==> src/rtl/core/twstat_pkg.sv <==
package twstat_pkg;

   localparam int TIME_W      = 32;
   localparam int TEMP_W      = 8;
   localparam int SUM_W       = 16;
   localparam int CSR_DATA_W  = 32;
   localparam int CSR_INDEX_W = 1;

   localparam int DEFAULT_WINDOW_SAMPLES = 24;

   typedef logic signed [TEMP_W-1:0] temp_type;
   typedef logic [TIME_W-1:0]        time_type;
   typedef logic signed [SUM_W-1:0]  sum_type;

   localparam temp_type RUN_MIN_RESET = temp_type'(99);
   localparam temp_type RUN_MAX_RESET = temp_type'(-99);
   localparam temp_type WIN_MIN_RESET = temp_type'(127);
   localparam temp_type WIN_MAX_RESET = temp_type'(-128);

   localparam time_type ACTUAL_INTERVAL_RESET = time_type'(1000);
   localparam time_type DAY_INTERVAL_RESET    = time_type'(3600000);

   typedef enum logic [CSR_INDEX_W-1:0] {
      CSR_ACTUAL_INTERVAL = 1'b0,
      CSR_DAY_INTERVAL    = 1'b1
   } csr_index_type;

   typedef enum logic {
      CMD_TICK  = 1'b0,
      CMD_CLEAR = 1'b1
   } cmd_type;

   typedef struct packed {
      cmd_type  cmd;
      time_type now_ms;
      temp_type sensor_temp;
   } req_type;

   typedef struct packed {
      temp_type actual_min;
      temp_type actual_max;
      logic     day_record_valid;
      temp_type day_avg;
      temp_type day_min;
      temp_type day_max;
      logic     history_clear;
   } rsp_type;

endpackage

==> src/rtl/core/twstat_avg_div.sv <==
module twstat_avg_div
   import twstat_pkg::*;
#(
   parameter int DIVISOR = DEFAULT_WINDOW_SAMPLES
) (
   input  sum_type  sum,
   output temp_type quotient
);

   // Division by a constant as a multiplication by a rounded-up reciprocal.
   // With a shift of SUM_W plus the divisor's bit length, the rounding error
   // stays below one divisor step for every magnitude below 2^SUM_W, so the
   // truncated product equals the true floor of the magnitude's quotient.
   localparam int LOG_D = $clog2(DIVISOR);
   localparam int SHIFT = SUM_W + LOG_D;
   localparam int RECIP_W = SUM_W + 1;
   localparam int PROD_W = SUM_W + RECIP_W;
   localparam logic [63:0] RECIP_FULL =
      ((64'd1 << SHIFT) + 64'(DIVISOR) - 64'd1) / 64'(DIVISOR);
   localparam logic [RECIP_W-1:0] RECIP = RECIP_FULL[RECIP_W-1:0];

   logic [SUM_W-1:0]  magnitude;
   logic [PROD_W-1:0] product;
   logic [SUM_W-1:0]  mag_quotient;
   logic [SUM_W-1:0]  signed_quotient;

   // Truncation toward zero: divide the magnitude, then restore the sign.
   assign magnitude       = sum[SUM_W-1] ? SUM_W'(-sum) : SUM_W'(sum);
   assign product         = PROD_W'(magnitude) * PROD_W'(RECIP);
   assign mag_quotient    = SUM_W'(product >> SHIFT);
   assign signed_quotient = sum[SUM_W-1] ? SUM_W'(-mag_quotient) : mag_quotient;
   assign quotient        = temp_type'(signed_quotient[TEMP_W-1:0]);

endmodule

==> src/rtl/core/temperature_window_statistics_unit.sv <==
// Channel   Direction  Handshake            Word
// req       in         req_valid/req_stall  req_data  (cmd, now_ms, sensor_temp)
// rsp       out        rsp_valid/rsp_stall  rsp_data  (min/max, window record, clear)
// csr       in         csr_we               csr_index, csr_wdata
//
// Every request word yields exactly one response word; it passes through the
// request register and then the response register.
// A new word can be taken on every cycle while req_stall is low; the single update
// stage between the two registers reads and writes all statistics state.
// Reset is synchronous and active high, and restores the intervals and all
// statistics to their start values. A stall on rsp holds the response register
// and the request register, and req_stall rises only while both are full.
module temperature_window_statistics_unit
   import twstat_pkg::*;
#(
   parameter int WINDOW_SAMPLES = DEFAULT_WINDOW_SAMPLES
) (
   input  logic          clock,
   input  logic          reset,

   input  logic          req_valid,
   output logic          req_stall,
   input  req_type       req_data,

   output logic          rsp_valid,
   input  logic          rsp_stall,
   output rsp_type       rsp_data,

   input  logic          csr_we,
   input  csr_index_type csr_index,
   input  logic [CSR_DATA_W-1:0] csr_wdata
);

   localparam int COUNT_W = $clog2(WINDOW_SAMPLES + 1);
   localparam logic [COUNT_W-1:0] COUNT_FULL = COUNT_W'(WINDOW_SAMPLES);

   // Configuration registers.
   time_type actual_interval_ff;
   time_type day_interval_ff;

   // Pipeline registers.
   logic    req_valid_ff;
   req_type req_word_ff;
   logic    rsp_valid_ff;
   rsp_type rsp_word_ff;

   // Statistics state and its next values.
   temp_type           run_min_ff,      run_min_in;
   temp_type           run_max_ff,      run_max_in;
   time_type           last_actual_ff,  last_actual_in;
   time_type           last_day_ff,     last_day_in;
   logic [COUNT_W-1:0] win_count_ff,    win_count_in;
   sum_type            win_sum_ff,      win_sum_in;
   temp_type           win_min_ff,      win_min_in;
   temp_type           win_max_ff,      win_max_in;

   rsp_type  rsp_word_in;
   logic     rsp_free;
   logic     advance;
   logic     req_take;
   logic     is_clear;
   logic     actual_due;
   logic     day_due;
   logic     window_full;
   logic     emit_record;
   logic     take_sample;
   temp_type sample;
   temp_type window_avg;

   // The response register is free when empty or being drained this cycle.
   // The update stage moves a word on whenever it holds one and there is room.
   assign rsp_free  = !rsp_valid_ff || !rsp_stall;
   assign advance   = req_valid_ff && rsp_free;
   assign req_stall = req_valid_ff && !rsp_free;
   assign req_take  = req_valid && !req_stall;

   assign rsp_valid = rsp_valid_ff;
   assign rsp_data  = rsp_word_ff;

   // Average of the completed window, from the accumulated sum.
   twstat_avg_div #(
      .DIVISOR (WINDOW_SAMPLES)
   ) u_avg_div (
      .sum      (win_sum_ff),
      .quotient (window_avg)
   );

   // Probe decisions. The time differences wrap, so an interval is measured
   // correctly across a rollover of the millisecond counter. A clear word
   // takes no probe at all.
   assign sample      = req_word_ff.sensor_temp;
   assign is_clear    = (req_word_ff.cmd == CMD_CLEAR);
   assign actual_due  = !is_clear &&
                        ((req_word_ff.now_ms - last_actual_ff) >= actual_interval_ff);
   assign day_due     = !is_clear &&
                        ((req_word_ff.now_ms - last_day_ff) >= day_interval_ff);
   assign window_full = (win_count_ff == COUNT_FULL);
   assign emit_record = day_due && window_full;
   assign take_sample = day_due && !window_full;

   always_comb begin
      run_min_in     = run_min_ff;
      run_max_in     = run_max_ff;
      last_actual_in = last_actual_ff;
      last_day_in    = last_day_ff;
      win_count_in   = win_count_ff;
      win_sum_in     = win_sum_ff;
      win_min_in     = win_min_ff;
      win_max_in     = win_max_ff;

      // Running minimum and maximum since reset or the last clear.
      if (is_clear) begin
         run_min_in = RUN_MIN_RESET;
         run_max_in = RUN_MAX_RESET;
      end else if (actual_due) begin
         last_actual_in = req_word_ff.now_ms;
         if (sample < run_min_ff) begin
            run_min_in = sample;
         end
         if (sample > run_max_ff) begin
            run_max_in = sample;
         end
      end

      // A day probe on a full window closes it instead of sampling.
      if (day_due) begin
         last_day_in = req_word_ff.now_ms;
      end
      if (emit_record) begin
         win_count_in = '0;
         win_sum_in   = '0;
         win_min_in   = WIN_MIN_RESET;
         win_max_in   = WIN_MAX_RESET;
      end else if (take_sample) begin
         win_count_in = win_count_ff + COUNT_W'(1);
         win_sum_in   = win_sum_ff + sum_type'(sample);
         if (sample < win_min_ff) begin
            win_min_in = sample;
         end
         if (sample > win_max_ff) begin
            win_max_in = sample;
         end
      end
   end

   // The response carries the running values after this word and, only when
   // a window closes, its record; otherwise the record fields read as zero.
   always_comb begin
      rsp_word_in.actual_min       = run_min_in;
      rsp_word_in.actual_max       = run_max_in;
      rsp_word_in.day_record_valid = emit_record;
      rsp_word_in.day_avg          = emit_record ? window_avg : '0;
      rsp_word_in.day_min          = emit_record ? win_min_ff : '0;
      rsp_word_in.day_max          = emit_record ? win_max_ff : '0;
      rsp_word_in.history_clear    = is_clear;
   end

   // Configuration writes.
   always_ff @(posedge clock) begin
      if (reset) begin
         actual_interval_ff <= ACTUAL_INTERVAL_RESET;
         day_interval_ff    <= DAY_INTERVAL_RESET;
      end else if (csr_we) begin
         unique case (csr_index)
            CSR_ACTUAL_INTERVAL: actual_interval_ff <= csr_wdata[TIME_W-1:0];
            CSR_DAY_INTERVAL:    day_interval_ff    <= csr_wdata[TIME_W-1:0];
            default:             actual_interval_ff <= actual_interval_ff;
         endcase
      end
   end

   // Request register.
   always_ff @(posedge clock) begin
      if (reset) begin
         req_valid_ff <= 1'b0;
      end else if (req_take) begin
         req_valid_ff <= 1'b1;
      end else if (advance) begin
         req_valid_ff <= 1'b0;
      end
   end

   always_ff @(posedge clock) begin
      if (req_take) begin
         req_word_ff <= req_data;
      end
   end

   // Response register.
   always_ff @(posedge clock) begin
      if (reset) begin
         rsp_valid_ff <= 1'b0;
      end else if (rsp_free) begin
         rsp_valid_ff <= advance;
      end
   end

   always_ff @(posedge clock) begin
      if (advance) begin
         rsp_word_ff <= rsp_word_in;
      end
   end

   // Statistics state moves only together with the word that caused it.
   always_ff @(posedge clock) begin
      if (reset) begin
         run_min_ff     <= RUN_MIN_RESET;
         run_max_ff     <= RUN_MAX_RESET;
         last_actual_ff <= '0;
         last_day_ff    <= '0;
         win_count_ff   <= '0;
         win_sum_ff     <= '0;
         win_min_ff     <= WIN_MIN_RESET;
         win_max_ff     <= WIN_MAX_RESET;
      end else if (advance) begin
         run_min_ff     <= run_min_in;
         run_max_ff     <= run_max_in;
         last_actual_ff <= last_actual_in;
         last_day_ff    <= last_day_in;
         win_count_ff   <= win_count_in;
         win_sum_ff     <= win_sum_in;
         win_min_ff     <= win_min_in;
         win_max_ff     <= win_max_in;
      end
   end

endmodule

==> config.mk <==
export PLATFORM = sky130hd
export DESIGN_NAME = temperature_window_statistics_unit
export DESIGN_NICKNAME = d
export VERILOG_FILES = /design/src/rtl/core/twstat_pkg.sv /design/src/rtl/core/twstat_avg_div.sv /design/src/rtl/core/temperature_window_statistics_unit.sv
export SDC_FILE = /design/constraint.sdc
export NUM_CORES = 1
export LEC_CHECK = 0
export BUFFER_PORTS_ARGS = -buffer_cell sky130_fd_sc_hd__buf_2
export CORE_MARGIN = 2
export CORE_UTILIZATION = 55
export CTS_CLUSTER_DIAMETER = 50
export DETAILED_ROUTE_END_ITERATION = 8
export HOLD_SLACK_MARGIN = 0.05
export PLACE_DENSITY = 0.73
export SLEW_MARGIN = 5
export SYNTH_ARGS = -nofsm -noshare
export SYNTH_HDL_FRONTEND = slang
export SYNTH_SLANG_ARGS = --single-unit
==> constraint.sdc <==
create_clock -name clock -period 8.3 [get_ports clock]
set_input_delay 2.075 -clock clock [delete_from_list [all_inputs] [get_ports clock]]
set_output_delay 2.075 -clock clock [all_outputs]
set_load 0.02 [all_outputs]
---- Yosys cells after proc, flatten, opt, wreduce, memory -nomap -nowiden ----
Index checks and enable logic that the tools add are counted.
cells by class
  reductions and logical operators ........ 25
  multiplexer cells ....................... 20
  eq/ne operators ......................... 1
  $add $sub $neg .......................... 6
  multiply operators ...................... 1
  $lt $le $gt $ge ......................... 6
  bitwise operators ....................... 2
operators with widths
  operator                                                               count
  8-bit two-way mux                                                      13
  32-bit >= comparator                                                   2
  32-bit subtractor                                                      2
  16-bit two-way mux                                                     3
  16-bit by 16-bit multiplier with 28-bit output, second input constant  1
  16-bit by 8-bit adder with 16-bit output                               1
  8-bit greater-than comparator                                          2
  8-bit less-than comparator                                             2
  16-bit negation                                                        1
  5-bit two-way mux                                                      2
  3-bit AND reduction                                                    3
  8-bit negation                                                         1
  2-bit AND reduction                                                    4
  2-bit nonzero test                                                     4
  1-bit logical AND                                                      7
  1-bit zero test                                                        6
  5-bit by 1-bit adder with 5-bit output, second input constant          1
  5-bit == test, second input constant                                   1
  1-bit two-way mux                                                      2
  1-bit NOT                                                              2
  1-bit logical OR                                                       1
word-level totals
  output and inout bits ................... 44
  input bits .............................. 79
  bits in registers ....................... 266

---- Depth between registers and ports, before layout ----
  depth in word-level cells ............... 7
  gate-level depth with buffers ........... 30
  gate-level depth less buffers ........... 30

---- Modules after synthesis ----
Synthesis repeated with hierarchy kept, for this count alone.
unflattened totals
  cell total of the unflattened synthesis .. 2,391
  area total of the unflattened synthesis .. 20,838.7 um2
modules (own cells, without submodules)
  module                              cells each  instances  area an instance (um2)
  temperature_window_statistics_unit  1,852       1          16,067.9
  twstat_avg_div                      539         1          4,770.8

---- Least setup slack after synthesis ----
No wires, ideal clock.
  path type ............................... register -> register
  from .................................... register win_sum_ff[0]
  to ...................................... register rsp_word_ff, in the netlist rsp_data[24] (data pin)
  arrival ................................. 7,010 ps
  path buffers ............................ 0
  period minus slack after synthesis ...... 7,265 ps
  cell stages (with the launch flop) ...... 29
  path slack .............................. 1,035 ps
  library setup time ...................... 255 ps
  cells stage by stage .................... dfxtp_1 inv_1 nand2_1 or4_1 or2_1 or3_1 or4b_1 inv_1 ha_1 ha_1 inv_1 fa_1 inv_1 fa_1 fa_1 inv_1 fa_1 inv_1 ha_1 nand4_1 nor2_1 o2111ai_1 o211a_1 o21ai_2 xor2_1 or2_4 o41ai_4 xnor2_1 and2_1
between the ends
  word-level cells in the longest chain between the ends .. 5
ends and longest elaborated chain
  element                                           line                                       source
  from (decl)                                       temperature_window_statistics_unit.sv:53   sum_type win_sum_ff, win_sum_in;
  from (signal assigned)                            temperature_window_statistics_unit.sv:221  win_sum_ff <= win_sum_in;
  16-bit negation                                   twstat_avg_div.sv:28                       assign magnitude = sum[SUM_W-1] ? SUM_W'(-sum) : SUM_W'(sum);
  16-bit two-way mux *                              twstat_avg_div.sv:28
  16-bit by 16-bit multiplier with 28-bit output *  twstat_avg_div.sv:29                       assign product = PROD_W'(magnitude) * PROD_W'(RECIP);
  8-bit negation                                    twstat_avg_div.sv:31                       assign signed_quotient = sum[SUM_W-1] ? SUM_W'(-mag_quotient) : mag_quotient;
  8-bit two-way mux *                               twstat_avg_div.sv:31
  to (signal assigned)                              temperature_window_statistics_unit.sv:200  rsp_word_ff <= rsp_word_in;
  to (decl)                                         temperature_window_statistics_unit.sv:45   rsp_type rsp_word_ff;
Every way passes the cells marked *; elsewhere a longest branch is shown, timed or not.
A chain may end at the register's enable or synchronous reset.

---- Worst setup path in the final report ----
Ends and elaborated chain as after synthesis.

==> impl_summary.log <==
INFO  metric status = finished, final reports clean
INFO  metric number_of_synthesized_flops_with_an_enable_pin = 83
INFO  metric crit_path_top_delay_cell = or4b_1
INFO  metric postRouteAntennaNets = 0
INFO  metric required_time_of_the_critical_path = 8.59 ns
INFO  metric die_ar = 38,100 µm²
INFO  metric regToRegStartpoint = win_sum_ff[0]
INFO  metric ir_worst_vdd = 0.000141 V
INFO  metric finClkSkew = 0.0216 ns
INFO  metric firstDrtPassIters = 5
INFO  metric data_arrival_time_of_the_worst_path = 8.10 ns
INFO  metric regToRegEndpoint = rsp_data[24]
INFO  metric port-buffer-count = 122
INFO  metric grtUsageTotal = 0.250
INFO  metric synthesis.yosys.warnings = 0
INFO  metric reg2regPathDepth = 28
INFO  metric drt-wirelength-per-cell = 16.6 µm
INFO  metric vias = 15,800
INFO  metric critPathLaunchType = flip-flop
INFO  metric core.rowCount = 70
INFO  metric worst_path_dominant_cell_family = adder cells
INFO  metric antennaDiodeCount = 0
INFO  metric globalRoute.totalOverflow = 0
INFO  metric finalHoldViolations = 0
INFO  metric finalSetupTns = 0 ns
INFO  metric timing.max_slew.rel_slack = 0.106
INFO  metric worst_margin_slew = 1.34 ns
INFO  metric timing.final.ws_setup = 0.493 ns
INFO  metric critical-path-top-cell-by-count = inv_1
INFO  metric muxShareOfSynthArea = 0.0363
INFO  metric cts_hold_repair.buffers = 0
INFO  metric synth_compound_area_frac = 0.158
INFO  metric synth-xor-area-share = 0.0500
INFO  metric ff2ff_setup_slack = 0.49 ns
INFO  metric clock.fmax = 0.128 GHz
INFO  metric p_total = 4600 µW
INFO  metric pin_count_of_the_biggest_net_entering_global_routing = 60
INFO  metric dieWidth = 195 µm
INFO  metric post-route-period-util = 0.941
INFO  metric postSynthCellCount = 2,251
INFO  metric post-dp-hpwl = 36,300 µm
INFO  metric floorplan.core_area = 36,300 µm²
INFO  metric p_leak = 0.0104 µW
INFO  metric number_of_global_route_vias_before_repair = 15,900
INFO  metric gp_congestion = 0.899
INFO  metric cts-resized-gates = 0
INFO  metric worst_setup_path_startpoint = win_sum_ff[0]
INFO  metric maximum_buffer_depth_of_the_clock_tree = 3
INFO  metric dr.first_iter.drc_count = 755
INFO  metric worst_path_largest_cell_delay = 0.64 ns
INFO  metric count_of_distinct_cell_types_in_the_synthesized_netlist = 80
INFO  metric final.fill_count = 3,110
INFO  metric path_max_fanout = 8
INFO  metric crit_buf_inv = 6
INFO  metric numClockSinks = 266
INFO  metric clock-root-buffer = clkbuf_16
INFO  metric numCtsBuffers = 36
INFO  metric syn_nets = 2,685
INFO  metric synth_area = 20,100 µm²
INFO  metric placement.setup.worst_slack = 0.463 ns
INFO  metric worst_hold_path_type = flip-flop to flip-flop
INFO  metric cts.reportedPaths.clkPinSlew = 0.06 ns
INFO  metric starting_density_of_the_core = 0.554
INFO  metric avgSynthCellArea = 8.94 µm²
INFO  metric max_cap_check_violation_count = 0
INFO  metric async_flop_share = 0
INFO  metric worst-path-stages = 28
INFO  metric floorplan.die.height = 195 µm
INFO  metric synth_simple_gate_area_share = 0.124
INFO  metric finalCriticalPeriod = 7.81 ns
INFO  metric yosys_register_bits = 266
INFO  metric insertion_delay = 0.54 ns
INFO  metric final_net_count = 2,795
INFO  metric detail_route.wirelength = 47,300 µm
INFO  metric synthFlopType = dfxtp_1
INFO  metric timing.critical_path.to_type = flip-flop
INFO  metric synth_seq_area_share = 0.306
INFO  metric vias_per_cell = 5.52
INFO  metric area.growth.synth_to_final = 11.4%
INFO  metric crit_type = flip-flop to flip-flop
INFO  metric finalSetupViolCount = 0
INFO  metric worst_hold_slack = 0.453 ns
INFO  metric grt_first_pass_wirelength = 77,500 µm
INFO  metric tritoncts = built
INFO  metric power-per-cell-area = 205 nW/µm²
INFO  metric worstSetupEndpoint = rsp_data[24]
INFO  metric synthAdderAreaFrac = 0.248
INFO  metric drc = 0
INFO  metric timing.final.max_slew_violations = 0
INFO  metric post_cts_setup_repair_buffer_count = 0
INFO  metric grt_antenna_before_repair = 0
INFO  metric ios = 123
INFO  metric main_combinational_cell_family_by_area_after_synthesis = adder cells
INFO  metric layout_cell_share_with_drive_strength_beyond_1 = 0.0921
INFO  metric ctsHtreeMaxLevel = 2
INFO  metric rsz0062_at_grt = false
[how the worst min path moves through the flow]
stage / start / to / slack [ns] / cells past startpoint
after floorplan: is_clear / rsp_data[0] / 0.42 / 0
after global placement: actual_interval_ff[21] / actual_interval_ff[21] / 0.44 / 2
after detailed placement: actual_interval_ff[16] / actual_interval_ff[16] / 0.45 / 2
after CTS: day_interval_ff[12] / day_interval_ff[12] / 0.45 / 2
after global routing: actual_interval_ff[20] / actual_interval_ff[20] / 0.47 / 2
final: day_interval_ff[4] / day_interval_ff[4] / 0.45 / 2
[cell usage in the layout, fill, tap and decap left out, drive strengths merged, types with 12 or more instances in the layout]
cell and instances:
xnor2 79, clkbuf 47, edfxtp 83, nor2b 24
o21a 30, a31oi 16, nand4 16, o211ai 30
nand2b 19, nand2 173, nor2 188, buf 139
nor3 12, xor2 35, dfxtp 183, nand3 34
fa 74, o21ai 69, mux2i 67, a21o 46
ha 281, a22oi 18, o21bai 16, inv 350
a21oi 165, and2 33
[sequential cells by signal, indices dropped and copies added, names as in the netlist]
name / cells
last_actual_ff: 32
run_min_ff: 8
win_sum_ff: 16
last_day_ff: 32
day_interval_ff: 32
sample: 8
req_word_ff: 32
win_count_ff: 5
run_max_ff: 8
is_clear: 1
win_max_ff: 8
win_min_ff: 8
actual_interval_ff: 32
rsp_valid: 1
req_valid_ff: 1
rsp_data: 42
[per-layer routing]
metal,GRT usage,share of wire,vias up
li1,-,-,7908
met1,0.313,0.45,7427
met2,0.434,0.47,342
met3,0.0382,0.046,103
met4,0.0987,0.036,0
met5,0,0,-
[worst reg2reg max path, delay by kind of cell, from the launching register on]
family                     cells  cell delay [ns]
buffers and inverters          6             0.49
DFF                            1             0.39
xor gates and xnor gates       2             0.24
AOI/OAI and AO/OA              4             1.01
adders and majority gates      7             2.89
and+or+nand+nor                9             2.54
[Yosys cell counts (33+ instances only)]
cell	n	share of area
a21o_1	46	0.017
dfxtp_1	183	0.18
inv_1	342	0.064
and2_1	33	0.010
xor2_1	35	0.015
nor2_1	188	0.035
ha_1	281	0.17
o21ai_0	53	0.013
clkbuf_1	51	0.0095
nand2_1	173	0.032
nand3_1	34	0.0085
edfxtp_1	83	0.12
a21oi_1	163	0.041
fa_1	74	0.074
mux2i_1	67	0.033
xnor2_1	78	0.034
[layout make-up]
cell class	count	area [µm²]	area share
Clock buffer	47	1000	0.0447
Clock inverter	19	224	0.00999
Inverter	345	1290	0.0578
Multi-Input combinational cell	1573	12400	0.554
Sequential cell	266	6160	0.275
Tap cell	468	586	0.0261
Timing Repair Buffer	139	741	0.0330
[stage by stage]
stage	cells	cell area (µm²)	utilization
global placement	2791	21200	0.583
CTS	2857	22400	0.617
floorplan	2251	20100	-
finish	2857	22400	0.617
global route	2857	22400	0.617
detailed placement	2791	21200	0.583
[logic make-up after synthesis]
family	Yosys count
fa+ha+maj	355
compound gates	487
flops	266
simple gates	545
mux	72
buf+inv	412
xor+xnor	114
[power by group]
part	switching, µW	internal (µW)	leakage [µW]
clock	598	986	0.000604
combinational	913	639	0.00754
sequential	53.4	1410	0.00226
No activity file was read; power rests on OpenSTA's default activity.
